`src/sv/ipq_pkg.sv`:
```
package ipq_pkg;

  // Default sizes
  localparam int DEF_CAPACITY    = 64;
  localparam int DEF_VALUE_WIDTH = 32;

  // Operation codes
  localparam logic [1:0] MODE_INSERT  = 2'd0;
  localparam logic [1:0] MODE_EXTRACT = 2'd1;
  localparam logic [1:0] MODE_CHANGE  = 2'd2;
  localparam logic [1:0] MODE_READ    = 2'd3;

  // Status codes
  localparam logic [1:0] ST_OK    = 2'd0;
  localparam logic [1:0] ST_FULL  = 2'd1;
  localparam logic [1:0] ST_EMPTY = 2'd2;
  localparam logic [1:0] ST_BAD   = 2'd3;

  // One result word
  typedef struct packed {
    logic [31:0] result_value;
    logic [5:0]  result_slot;
    logic [1:0]  status;
    logic [6:0]  entries;
  } ipq_res_t;

endpackage

```
`src/sv/ipq_ctrl.sv`:
```
module ipq_ctrl #(
  parameter int CAPACITY    = 64,
  parameter int VALUE_WIDTH = 32
) (
  input  logic              clk,
  input  logic              rst_n,
  input  logic              start,
  input  logic [1:0]        mode,
  input  logic [5:0]        slot,
  input  logic [31:0]       value,
  output logic              idle,
  output logic              done,
  input  logic              take,
  output ipq_pkg::ipq_res_t res
);
  import ipq_pkg::*;

  localparam int IDX_W = (CAPACITY > 1) ? $clog2(CAPACITY) : 1;
  localparam int POS_W = $clog2(CAPACITY + 1);
  localparam int VW    = VALUE_WIDTH;
  localparam int SW    = VW + POS_W;

  typedef enum logic [3:0] {
    S_IDLE, S_RD_VAL, S_CH_POS, S_UP_RD, S_UP_PS, S_UP_CMP, S_UP_END,
    S_EX_TOP, S_EX_VAL, S_EX_LV, S_DN_RD, S_DN_L, S_DN_LV, S_DN_RV,
    S_DN_CMP, S_DONE
  } state_t;

  state_t                state_r, state_nxt;
  logic [1:0]            mode_r, mode_nxt;
  logic [POS_W-1:0]      cnt_r, cnt_nxt;
  logic [CAPACITY-1:0]   used_r, used_nxt;
  logic [POS_W-1:0]      k_r, k_nxt;
  logic [POS_W:0]        j_r, j_nxt;
  logic [IDX_W-1:0]      x_r, x_nxt;
  logic [VW-1:0]         v_r, v_nxt;
  logic [IDX_W-1:0]      ps_r, ps_nxt;
  logic [IDX_W-1:0]      cs_r, cs_nxt;
  logic [VW-1:0]         cv_r, cv_nxt;
  logic [IDX_W-1:0]      rsl_r, rsl_nxt;
  logic                  moved_r, moved_nxt;
  logic [VW-1:0]         rv_r, rv_nxt;
  logic [IDX_W-1:0]      rs_r, rs_nxt;
  logic [1:0]            st_r, st_nxt;

  // Memories: heap order by position, slot word {value, position}
  logic [IDX_W-1:0] heap_mem [0:CAPACITY];
  logic [SW-1:0]    slot_mem [0:CAPACITY-1];

  logic             h_we;
  logic [POS_W-1:0] h_waddr, h_raddr;
  logic [IDX_W-1:0] h_wdata, h_rdata;
  logic             s_we;
  logic [IDX_W-1:0] s_waddr, s_raddr;
  logic [SW-1:0]    s_wdata, s_rdata;
  logic [VW-1:0]    s_rval;
  logic [POS_W-1:0] s_rpos;

  logic             slot_ok;
  logic [IDX_W-1:0] idx;
  logic             in_heap;

  assign s_rval = s_rdata[SW-1:POS_W];
  assign s_rpos = s_rdata[POS_W-1:0];

  assign slot_ok = 32'(slot) < 32'(CAPACITY);
  assign idx     = IDX_W'(slot);
  assign in_heap = slot_ok && used_r[idx];

  assign idle = (state_r == S_IDLE);
  assign done = (state_r == S_DONE);
  assign res.result_value = 32'(rv_r);
  assign res.result_slot  = 6'(rs_r);
  assign res.status       = st_r;
  assign res.entries      = 7'(cnt_r);

  // Hold the heap order
  always_ff @(posedge clk) begin
    if (h_we) heap_mem[h_waddr] <= h_wdata;
    h_rdata <= heap_mem[h_raddr];
  end

  // Hold the slot words
  always_ff @(posedge clk) begin
    if (s_we) slot_mem[s_waddr] <= s_wdata;
    s_rdata <= slot_mem[s_raddr];
  end

  // Sequence one operation through the memories
  always_comb begin
    state_nxt = state_r;
    mode_nxt  = mode_r;
    cnt_nxt   = cnt_r;
    used_nxt  = used_r;
    k_nxt     = k_r;
    j_nxt     = j_r;
    x_nxt     = x_r;
    v_nxt     = v_r;
    ps_nxt    = ps_r;
    cs_nxt    = cs_r;
    cv_nxt    = cv_r;
    rsl_nxt   = rsl_r;
    moved_nxt = moved_r;
    rv_nxt    = rv_r;
    rs_nxt    = rs_r;
    st_nxt    = st_r;
    h_we      = 1'b0;
    h_waddr   = k_r;
    h_wdata   = x_r;
    h_raddr   = '0;
    s_we      = 1'b0;
    s_waddr   = x_r;
    s_wdata   = {v_r, k_r};
    s_raddr   = '0;
    case (state_r)
      S_IDLE: begin
        if (start) begin
          mode_nxt  = mode;
          rv_nxt    = '0;
          rs_nxt    = '0;
          st_nxt    = ST_OK;
          moved_nxt = 1'b0;
          x_nxt     = idx;
          v_nxt     = VW'(value);
          case (mode)
            MODE_INSERT: begin
              if (cnt_r == POS_W'(CAPACITY)) begin
                st_nxt    = ST_FULL;
                state_nxt = S_DONE;
              end else if (!slot_ok || used_r[idx]) begin
                st_nxt    = ST_BAD;
                state_nxt = S_DONE;
              end else begin
                cnt_nxt       = cnt_r + 1'b1;
                used_nxt[idx] = 1'b1;
                k_nxt         = cnt_r + 1'b1;
                state_nxt     = S_UP_RD;
              end
            end
            MODE_EXTRACT: begin
              if (cnt_r == '0) begin
                st_nxt    = ST_EMPTY;
                state_nxt = S_DONE;
              end else begin
                h_raddr   = POS_W'(1);
                state_nxt = S_EX_TOP;
              end
            end
            MODE_CHANGE: begin
              if (!in_heap) begin
                st_nxt    = ST_BAD;
                state_nxt = S_DONE;
              end else begin
                s_raddr   = idx;
                state_nxt = S_CH_POS;
              end
            end
            default: begin
              if (!in_heap) begin
                st_nxt    = ST_BAD;
                state_nxt = S_DONE;
              end else begin
                s_raddr   = idx;
                state_nxt = S_RD_VAL;
              end
            end
          endcase
        end
      end
      S_RD_VAL: begin
        rv_nxt    = s_rval;
        state_nxt = S_DONE;
      end
      S_CH_POS: begin
        k_nxt     = s_rpos;
        state_nxt = S_UP_RD;
      end
      // Sift up: move the hole toward the root
      S_UP_RD: begin
        if (k_r == POS_W'(1)) begin
          state_nxt = S_UP_END;
        end else begin
          h_raddr   = k_r >> 1;
          state_nxt = S_UP_PS;
        end
      end
      S_UP_PS: begin
        ps_nxt    = h_rdata;
        s_raddr   = h_rdata;
        state_nxt = S_UP_CMP;
      end
      S_UP_CMP: begin
        if (v_r > s_rval) begin
          h_we      = 1'b1;
          h_waddr   = k_r;
          h_wdata   = ps_r;
          s_we      = 1'b1;
          s_waddr   = ps_r;
          s_wdata   = {s_rval, k_r};
          k_nxt     = k_r >> 1;
          moved_nxt = 1'b1;
          state_nxt = S_UP_RD;
        end else begin
          state_nxt = S_UP_END;
        end
      end
      S_UP_END: begin
        if (mode_r == MODE_CHANGE && !moved_r) begin
          state_nxt = S_DN_RD;
        end else begin
          h_we      = 1'b1;
          s_we      = 1'b1;
          state_nxt = S_DONE;
        end
      end
      // Extract: take the root, move the last entry to the top
      S_EX_TOP: begin
        rs_nxt    = h_rdata;
        s_raddr   = h_rdata;
        h_raddr   = cnt_r;
        state_nxt = S_EX_VAL;
      end
      S_EX_VAL: begin
        rv_nxt          = s_rval;
        used_nxt[rs_r]  = 1'b0;
        cnt_nxt         = cnt_r - 1'b1;
        x_nxt           = h_rdata;
        k_nxt           = POS_W'(1);
        s_raddr         = h_rdata;
        if (cnt_r == POS_W'(1)) state_nxt = S_DONE;
        else                    state_nxt = S_EX_LV;
      end
      S_EX_LV: begin
        v_nxt     = s_rval;
        state_nxt = S_DN_RD;
      end
      // Sift down: move the hole toward the leaves
      S_DN_RD: begin
        j_nxt = {k_r, 1'b0};
        if ({k_r, 1'b0} > {1'b0, cnt_r}) begin
          h_we      = 1'b1;
          s_we      = 1'b1;
          state_nxt = S_DONE;
        end else begin
          h_raddr   = POS_W'({k_r, 1'b0});
          state_nxt = S_DN_L;
        end
      end
      S_DN_L: begin
        cs_nxt    = h_rdata;
        s_raddr   = h_rdata;
        h_raddr   = POS_W'(j_r + 1'b1);
        state_nxt = S_DN_LV;
      end
      S_DN_LV: begin
        cv_nxt  = s_rval;
        rsl_nxt = h_rdata;
        if (j_r + 1'b1 <= {1'b0, cnt_r}) begin
          s_raddr   = h_rdata;
          state_nxt = S_DN_RV;
        end else begin
          state_nxt = S_DN_CMP;
        end
      end
      S_DN_RV: begin
        if (s_rval > cv_r) begin
          cs_nxt = rsl_r;
          cv_nxt = s_rval;
          j_nxt  = j_r + 1'b1;
        end
        state_nxt = S_DN_CMP;
      end
      S_DN_CMP: begin
        if (v_r >= cv_r) begin
          h_we      = 1'b1;
          s_we      = 1'b1;
          state_nxt = S_DONE;
        end else begin
          h_we      = 1'b1;
          h_waddr   = k_r;
          h_wdata   = cs_r;
          s_we      = 1'b1;
          s_waddr   = cs_r;
          s_wdata   = {cv_r, k_r};
          k_nxt     = POS_W'(j_r);
          state_nxt = S_DN_RD;
        end
      end
      S_DONE: begin
        if (take) state_nxt = S_IDLE;
      end
      default: state_nxt = S_IDLE;
    endcase
  end

  // Advance state
  always_ff @(posedge clk) begin
    if (!rst_n) begin
      state_r <= S_IDLE;
      cnt_r   <= '0;
      used_r  <= '0;
    end else begin
      state_r <= state_nxt;
      cnt_r   <= cnt_nxt;
      used_r  <= used_nxt;
    end
    mode_r  <= mode_nxt;
    k_r     <= k_nxt;
    j_r     <= j_nxt;
    x_r     <= x_nxt;
    v_r     <= v_nxt;
    ps_r    <= ps_nxt;
    cs_r    <= cs_nxt;
    cv_r    <= cv_nxt;
    rsl_r   <= rsl_nxt;
    moved_r <= moved_nxt;
    rv_r    <= rv_nxt;
    rs_r    <= rs_nxt;
    st_r    <= st_nxt;
  end

`ifndef SYNTHESIS
  a_cnt_range: assert property (@(posedge clk) disable iff (!rst_n)
    32'(cnt_r) <= 32'(CAPACITY))
    else $error("entry count above capacity");

  a_used_cnt: assert property (@(posedge clk) disable iff (!rst_n)
    $countones(used_r) == 32'(cnt_r))
    else $error("used slots disagree with entry count");

  a_no_idle_wr: assert property (@(posedge clk) disable iff (!rst_n)
    (h_we || s_we) |-> (state_r != S_IDLE && state_r != S_DONE))
    else $error("memory write outside an operation");

  a_full_cnt: assert property (@(posedge clk) disable iff (!rst_n)
    (state_r == S_DONE && st_r == ST_FULL) |-> (32'(cnt_r) == 32'(CAPACITY)))
    else $error("full status with room left");
`endif

endmodule

```
`src/sv/indexed_max_priority_queue_unit.sv`:
```
// Indexed max-priority queue. Values sit in numbered slots; a binary heap
// of slot numbers, kept in an on-chip memory, orders them by value.
// Input word (in_valid/in_stall): in_mode selects insert, extract maximum,
// change slot value or read slot value, with in_slot and in_value.
// Output word (out_valid/out_stall): one per input word, carrying the
// extracted or read value, the extracted slot, a status code and the
// number of heap entries after the operation.
// Insert sifts up, change sifts up or down, and extract sifts down; each
// level walked down reads two children through the single read port of each
// memory. The sift loop runs over the heap and slot memories.
// One item is in work at a time; the next word is accepted once the
// previous result is loaded into the output register.
// Reset clears the entry count and slot-in-use flags; the memories need no
// clearing. A stalled output word holds; the block finishes its current
// item and then stalls the input until the output register frees.
module indexed_max_priority_queue_unit #(
  parameter int CAPACITY    = ipq_pkg::DEF_CAPACITY,
  parameter int VALUE_WIDTH = ipq_pkg::DEF_VALUE_WIDTH
) (
  input  logic        clk,
  input  logic        rst_n,
  input  logic        in_valid,
  output logic        in_stall,
  input  logic [1:0]  in_mode,
  input  logic [5:0]  in_slot,
  input  logic [31:0] in_value,
  output logic        out_valid,
  input  logic        out_stall,
  output logic [31:0] out_result_value,
  output logic [5:0]  out_result_slot,
  output logic [1:0]  out_status,
  output logic [6:0]  out_entries
);
  import ipq_pkg::*;

  logic     idle, done, take;
  ipq_res_t res;
  logic     out_valid_r, out_valid_nxt;
  ipq_res_t out_r, out_nxt;

  assign in_stall = !idle;
  assign take     = !out_valid_r || !out_stall;

  ipq_ctrl #(
    .CAPACITY    (CAPACITY),
    .VALUE_WIDTH (VALUE_WIDTH)
  ) u_ctrl (
    .clk   (clk),
    .rst_n (rst_n),
    .start (in_valid && idle),
    .mode  (in_mode),
    .slot  (in_slot),
    .value (in_value),
    .idle  (idle),
    .done  (done),
    .take  (take),
    .res   (res)
  );

  // Load the output word when free, drop it when taken
  always_comb begin
    out_valid_nxt = out_valid_r;
    out_nxt       = out_r;
    if (out_valid_r && !out_stall) out_valid_nxt = 1'b0;
    if (done && take) begin
      out_valid_nxt = 1'b1;
      out_nxt       = res;
    end
  end

  always_ff @(posedge clk) begin
    if (!rst_n) begin
      out_valid_r <= 1'b0;
    end else begin
      out_valid_r <= out_valid_nxt;
    end
    out_r <= out_nxt;
  end

  assign out_valid        = out_valid_r;
  assign out_result_value = out_r.result_value;
  assign out_result_slot  = out_r.result_slot;
  assign out_status       = out_r.status;
  assign out_entries      = out_r.entries;

endmodule

```
`config.mk`:
```
export PLATFORM = sky130hd
export DESIGN_NAME = indexed_max_priority_queue_unit
export DESIGN_NICKNAME = d
export VERILOG_FILES = /design/src/sv/ipq_pkg.sv /design/src/sv/ipq_ctrl.sv /design/src/sv/indexed_max_priority_queue_unit.sv
export SDC_FILE = /design/constraint.sdc
export NUM_CORES = 2
export LEC_CHECK = 0
export BUFFER_PORTS_ARGS = -buffer_cell sky130_fd_sc_hd__buf_4
export CAP_MARGIN = 20
export CORE_MARGIN = 4
export CORE_UTILIZATION = 40
export CTS_CLUSTER_SIZE = 30
export DETAILED_ROUTE_END_ITERATION = 10
export SYNTH_ARGS = -nofsm -noshare
export SYNTH_HDL_FRONTEND = slang
export SYNTH_HIERARCHICAL = 1
export SYNTH_SLANG_ARGS = --single-unit
```
`constraint.sdc`:
```
create_clock -name clk -period 11.1 [get_ports clk]
set_input_delay 0.555 -clock clk [delete_from_list [all_inputs] [get_ports clk]]
set_output_delay 0.555 -clock clk [all_outputs]
set_load 0.02 [all_outputs]
```
## Word level (Yosys, flattened, before mapping)

Memories as Yosys holds them, arrays and structs flattened. A register that Yosys moved wholly into a read port is not among the register bits.
Cells that the tools add are included.

| word-level totals | value |
|---|---|
| memories kept | 2 |
| logic and storage cells | 188 |
| flip-flop bits (word level) | 269 |
| output and inout bits | 49 |
| bits in writable memories | 2,886 |

| operators by class | value |
|---|---|
| magnitude comparators | 9 |
| reduce and logical (&&, ||, !) cells | 39 |
| bitwise logic cells | 3 |
| equal/unequal tests | 29 |
| add/subtract/negate cells | 3 |
| mux-type cells | 82 |

Memories:

| memory | depth | bits a word | rd ports | clocked after Yosys merged registers in | wr ports | RTL line | text |
|---|---|---|---|---|---|---|---|
| u_ctrl.slot_mem | 64 | 39 | 1 | 1 | 1 | ipq_ctrl.sv:48 | `logic [SW-1:0] slot_mem [0:CAPACITY-1];` |
| u_ctrl.heap_mem | 65 | 6 | 1 | 1 | 1 | ipq_ctrl.sv:47 | `logic [IDX_W-1:0] heap_mem [0:CAPACITY];` |

Operator list:

| operator | number |
|---|---|
| 64-bit two-way mux | 4 |
| 32-bit one-hot mux with 2 select lines | 3 |
| 64-bit one-hot mux with 2 select lines | 1 |
| 32-bit two-way mux | 3 |
| 39-bit two-way mux | 2 |
| 39-bit one-hot mux with 2 select lines | 1 |
| 7-bit one-hot mux with 5 select lines | 2 |
| 64-bit bitwise AND | 1 |
| 32-bit > comparator | 2 |
| 64-bit inverter | 1 |
| 64-bit bitwise OR | 1 |
| 4-bit one-hot mux with 16 select lines | 1 |
| 7-bit two-way mux | 9 |
| 6-bit two-way mux | 10 |
| 6-bit one-hot mux with 2 select lines | 4 |
| 4-bit == test, second input constant | 8 |
| 32-bit greater-or-equal comparator | 1 |
| 4-bit two-way mux | 7 |
| 6-bit one-hot mux with 3 select lines | 1 |
| 2-bit AND reduction | 9 |
| 2-bit nonzero test | 9 |
| 4-bit by 3-bit == test with 1-bit output, second input constant | 4 |
| 8-bit one-hot mux with 2 select lines | 1 |
| 3-bit two-way mux | 5 |
| other kinds (37) | 75 |

## Logic depth before layout (Yosys ltp)

| depth | value |
|---|---|
| depth in word-level cells | 10 |
| depth in mapped cells | 22 |

## By module

Netlist, hierarchy kept.

Modules (own cells, without submodules):

| module | cells each | area each (µm²) | sequential area each (µm²) | instances |
|---|---|---|---|---|
| ipq_ctrl | 9,286 | 126,832.9 | 93,449.6 | 1 |
| indexed_max_priority_queue_unit | 54 | 1,462.7 | 1,431.4 | 1 |

## Worst setup path before layout

Ideal clock, no wire load.

| timing | value |
|---|---|
| path kind | register to register |
| start | register u_ctrl.cv_r[0] |
| end | memory u_ctrl/slot_mem[28][0] (netlist bit) (enable) |
| stages on the path, launching flop included | 15 |
| setup slack | 3,355 ps |
| buffers on the path | 1 |
| clock period less this slack | 7,745 ps |
| data arrival time | 7,211 ps |
| cells stage by stage | edfxtp_1 > ha_1 > nand2b_1 > a21o_1 > a21o_1 > a21oi_1 > o21ai_0 > a2111oi_0 > o221ai_1 > nor3_1 > a21oi_1 > clkbuf_1 > a21oi_1 > inv_1 > nor4_1 |

| on the way | value |
|---|---|
| cells in the longest elaborated chain, start to end | 3 |

Ends and longest elaborated chain:

| element | RTL line | text |
|---|---|---|
| start, declared | ipq_ctrl.sv:39 | `logic [VW-1:0] cv_r, cv_nxt;` |
| start signal, assigned | ipq_ctrl.sv:314 | `cv_r <= cv_nxt;` |
| 32-bit greater-or-equal comparator | ipq_ctrl.sv:274 | `if (v_r >= cv_r) begin` |
| 6-bit two-way mux | n/a |  |
| 6-bit one-hot mux with 2 select lines | n/a |  |
| net u_ctrl.h_wdata[5] | ipq_ctrl.sv:52 | `logic [IDX_W-1:0] h_wdata, h_rdata;` |
| end, declared | ipq_ctrl.sv:48 |  |

The timed path passes the listed nets, and every way through them passes these cells.

## Worst setup path in the final report

| timing | value |
|---|---|
| start | register u_ctrl.j_r[0] |
| end | register u_ctrl.s_rdata[35] (read register of u_ctrl.slot_mem) |

| on the way | value |
|---|---|
| cells in the longest elaborated chain, start to end | 4 |

Ends and longest elaborated chain:

| element | RTL line | text |
|---|---|---|
| start, declared | ipq_ctrl.sv:34 | `logic [POS_W:0] j_r, j_nxt;` |
| start signal, assigned | ipq_ctrl.sv:309 | `j_r <= j_nxt;` |
| 8-bit by 1-bit adder with 8-bit output | n/a |  |
| 8-bit by 7-bit less-or-equal comparator with 1-bit output | ipq_ctrl.sv:258 | `if (j_r + 1'b1 <= {1'b0, cnt_r}) begin` |
| 6-bit two-way mux | ipq_ctrl.sv:258 |  |
| 6-bit one-hot mux with 3 select lines | ipq_ctrl.sv:115 | `case (state_r)` |
| end, declared | ipq_ctrl.sv:55 | `logic [SW-1:0] s_wdata, s_rdata;` |

Every way passes these cells.
A chain may end at the register's enable or synchronous reset.

==> implementation parameters <==
Parameter                              Value

Logic synthesis
  Xor/xnor share of the synthesized area    0.1161%
  Mean area per synthesized cell    13.74 sq um
  Number of unique standard cell types used by synthesis    90
  Proportion of register bits with asynchronous set or reset after synthesis    0%
  Prevailing post-synth register cell    edfxtp_1
  Area share of the leading cell type in the synthesized netlist    72.07%
  Simple-gate share of the synthesized area    12.86%
  Netlist area before placement    128300 sq um
  Count of synthesis-stage warnings from yosys    6
  Adder-Cell Fraction of Synth Area    1.102%
  Cell type contributing the most total cell area after synthesis    edfxtp_1
  Gate Count Post-Synth    9340
  Multiplexer area fraction after synthesis    3.302%
  Post-synth EDFFs    3079
  Seq cells post-synth    3200
  Area fraction in compound gates after synthesis    6.461%
  Largest cells by area after synthesis    edfxtp_1 (72%), nand2_1 (7.0%), nand3_1 (3.0%), mux2i_1 (2.4%), dfxtp_1 (1.9%)
  Net count after synthesis    9497
  Main combinational cell family by area after synthesis    simple AND/OR/NAND/NOR gates
  Part of the Yosys area used for sequential elements    73.96%

Worst setup path
  Beginning of the worst register-to-register path    u_ctrl/j_r[0]$_SDFFCE_PN0P_
  Endpoint kind of the worst setup timing path    flip-flop
  Kind of critical path    flip-flop to flip-flop
  R2R cell count    18
  Crit path arrival time    8.02 ns
  Type of origin of the critical path    flip-flop
  Setup slack on the worst flop-to-flop path    3.80 ns
  Data required time at the worst endpoint    11.82 ns
  Critical-path maximum fanout    43
  FF-to-FF End    u_ctrl/s_rdata[35]$_DFF_P_

Detailed routing
  First-pass iteration count of the detailed router    8
  Routed length per instance    29.12 um
  Wire length reported by the detailed router    406800 um
  Length of routed met3 wiring    48940 um
  Detailed router's first-iteration violation count    12725
  Post-Route M1 WL    161000 um
  Post-detailed-route via-to-cell ratio    5.997
  Via Count    83756
  Met2 wirelength from detailed routing    178100 um
  DR top layer    met5
  Final antenna-violating net count    0
  Remaining design rule violation count    0

STA
  Fin crit period    7.297 ns
  Final slew viol count    0
  Top achievable clock speed    137.0 MHz
  Final hold violation count    0
  Total of endpoints with negative setup slack in the final report    0
  Worst Clk Skew    0.06295 ns
  Final sum of negative setup slack    0 ns
  RSZ-0062 raised after global routing    no
  Worst Max-Slew Pin Slew    1.240 ns
  Setup slack of the critical path after layout    3.803 ns
  Final cycle utilization of the critical path    65.74%
  Worst slew slack as a fraction of its limit    17.36%

Clock network
  TritonCTS clock tree    built
  Number of setup buffers added after CTS    0
  Clk pin slew, worst setup/hold paths    0.06 ns
  Clock network latency to the later pin of the worst-skew pair    0.94 ns
  CTS root buffer    clkbuf_16
  Number of CTS-inserted buffers    339
  Maximum clock insertion buffer count    4
  Number of clock sinks    3200
  CTS H-Tree Depth    5

Die
  Vertical die dimension    574.3 um
  Die Footprint    329900 sq um
  Core Rows    207
  Ports    93
  DIE WIDTH    574.3 um
  Initial Utilization    40.27%
  Core box area    318600 sq um

Power and ir drop
  Maximum vdd drop    0.2164 mV
  Power density cells    257.2 nW/um^2
  Lkg Pwr    49.83 nW

Layout
  Area taken by flip-flops and latches    94880 sq um
  Most common cell after layout, fill and taps aside    edfxtp_1
  Commonest cells after routing, fill and taps aside    edfxtp_1 (3079), nand2_1 (2377), nand3_1 (760)
  Layout cells sized above 1    10.65%
  Filler Cell Count    27690
  Total non-filler cell area in the finished layout    146400 sq um
  Post-synthesis to final-layout area growth    14.10%
  Multi-input combinational cell area    31670 sq um
  Post-layout net count    9649

Place
  PortBufs    92
  Setup WS pre-CTS    3.930 ns
  Placed standard-cell area    134800 sq um
  Half-perimeter wire length after detailed placement    238000 um
  Final weighted congestion of routability-driven global placement    0.9457

Global routing
  Global-route total usage across every layer    23.75%
  Via count of the first global-routing pass    78686
  Overflow left after global routing    0
  Antenna violations before repair    35
  Wire length of the first global-routing pass    575400 um
  Maximum number of pins on one net before global-route repair    161

Flow run
  Maximum capacitance violations    0

Run status
  Status    finished, final reports clean

Hold path
  Type of the tightest min-delay check    input pin to flip-flop
  Hold path endpoint    u_ctrl/x_r[4]$_DFFE_PP_
  Min-delay src    in_slot[4]
  Min-Delay Path Depth    3
==> cells in the mapped netlist (7+ instances only) <==
master,count
a2111oi_0,27
a211o_1,11
a211oi_1,38
a21boi_0,60
a21boi_1,10
a21o_1,37
a21oi_1,143
a221o_1,39
a221oi_1,29
a22oi_1,25
a311oi_1,35
a31oi_1,246
a32o_1,38
a32oi_1,157
and2_1,53
and3_1,100
buf_1,69
buf_2,167
buf_4,26
clkbuf_1,284
dfxtp_1,121
edfxtp_1,3079
ha_1,113
inv_1,99
mux2_2,48
mux2i_1,304
mux4_2,28
nand2_1,2380
nand2b_1,18
nand3_1,760
nand3b_1,9
nand4_1,140
nor2_1,198
nor2b_1,33
nor3_1,85
nor4_1,16
o2111ai_1,33
o211ai_1,11
o21a_1,12
o21ai_0,120
o22ai_1,25
or2_2,7
xnor2_1,14
==> metal layers <==
metal,track usage (%),vias up
met5,0.4735,-
met4,9.465,14
met3,5.515,863
met2,35.56,5172
met1,33.50,42276
li1,-,35431
==> worst max-delay path, cell delays in order, from the launching register on <==
cell	delay, ns
edfxtp_1	0.52
ha_1	0.30
nand3_1	0.12
xor2_1	0.23
inv_1	0.11
ha_1	0.31
nand4_1	0.12
o221a_2	0.25
o21ai_0	0.34
o21ai_1	0.38
nand2_1	0.21
buf_4	0.28
and2_4	0.70
buf_4	0.60
mux4_2	0.59
a2111oi_1	0.84
buf_4	0.24
a32o_1	0.64
o221ai_1	0.27
==> cell families after synthesis <==
kind of cell | after synthesis
XOR/XNOR | 17
adder cells (fa/ha/maj) | 113
flip-flops | 3200
buffers and inverters | 655
AO/OA/AOI/OAI | 1146
AND/OR/NAND/NOR | 3827
multiplexers | 382
==> report_power, final <==
| group | switching (mW) | total [mW] | internal [mW] |
|---|---|---|---|
| clock network | 4.73 | 11.4 | 6.65 |
| registers | 0.573 | 15.4 | 14.8 |
| logic | 8.26 | 10.9 | 2.60 |
==> state kept, by name, indices dropped and copies added, names as in the netlist, 7 cells and up <==
signal and cells:
u_ctrl/slot_mem 2496, u_ctrl/heap_mem 390, u_ctrl/used_r 64, u_ctrl/s_rdata 39
out_result_value 32, u_ctrl/cv_r 32, u_ctrl/rv_r 32, u_ctrl/v_r 32
u_ctrl/j_r 8, out_entries 7, u_ctrl/cnt_r 7, u_ctrl/k_r 7
==> cell type report <==
class / instances / area share, %
timing repair buffer: 365 / 2.067
clock inverter: 201 / 1.524
tap: 4180 / 3.573
sequential: 3200 / 64.82
multi-input combinational: 5485 / 21.64
clock buffer: 421 / 6.104
inverter: 101 / 0.2590
antenna: 13 / 0.02222
==> worst max-delay path by stage <==
stage,startpoint,to,slack [ns],cells past startpoint
floorplan,u_ctrl/cv_r[0]$_DFFE_PP_,u_ctrl/slot_mem[28][0]$_DFFE_PP_,3.36,14
global placement,u_ctrl/j_r[0]$_SDFFCE_PN0P_,u_ctrl/s_rdata[35]$_DFF_P_,3.92,18
detailed placement,u_ctrl/s_rdata[16]$_DFF_P_,u_ctrl/slot_mem[56][9]$_DFFE_PP_,3.93,16
CTS,u_ctrl/j_r[0]$_SDFFCE_PN0P_,u_ctrl/s_rdata[35]$_DFF_P_,3.92,18
global route,u_ctrl/s_rdata[16]$_DFF_P_,u_ctrl/slot_mem[56][16]$_DFFE_PP_,3.64,16
finish,u_ctrl/j_r[0]$_SDFFCE_PN0P_,u_ctrl/s_rdata[35]$_DFF_P_,3.80,18
==> repair_timing <==
action / 4_1_cts / 5_1_grt
hold buffers: 35 / 0
gates resized for setup: 0 / 0
hold endpoints to repair: 37 / 0
==> through the flow <==
step                      utilization [%]  power (mW)  hold WS (ns)  cells
after CTS                           45.92       37.49       0.02686  13947
after detailed placement            42.30       26.17        0.4045  13290
after global placement              42.29       26.05        0.4010  13285
after floorplan                         -       21.04        0.4003   9340
after global routing                45.94       38.81       0.08761  13954
final                               45.95       37.65        0.1449  13966
Note: power is estimated with default switching activity, not from simulation.
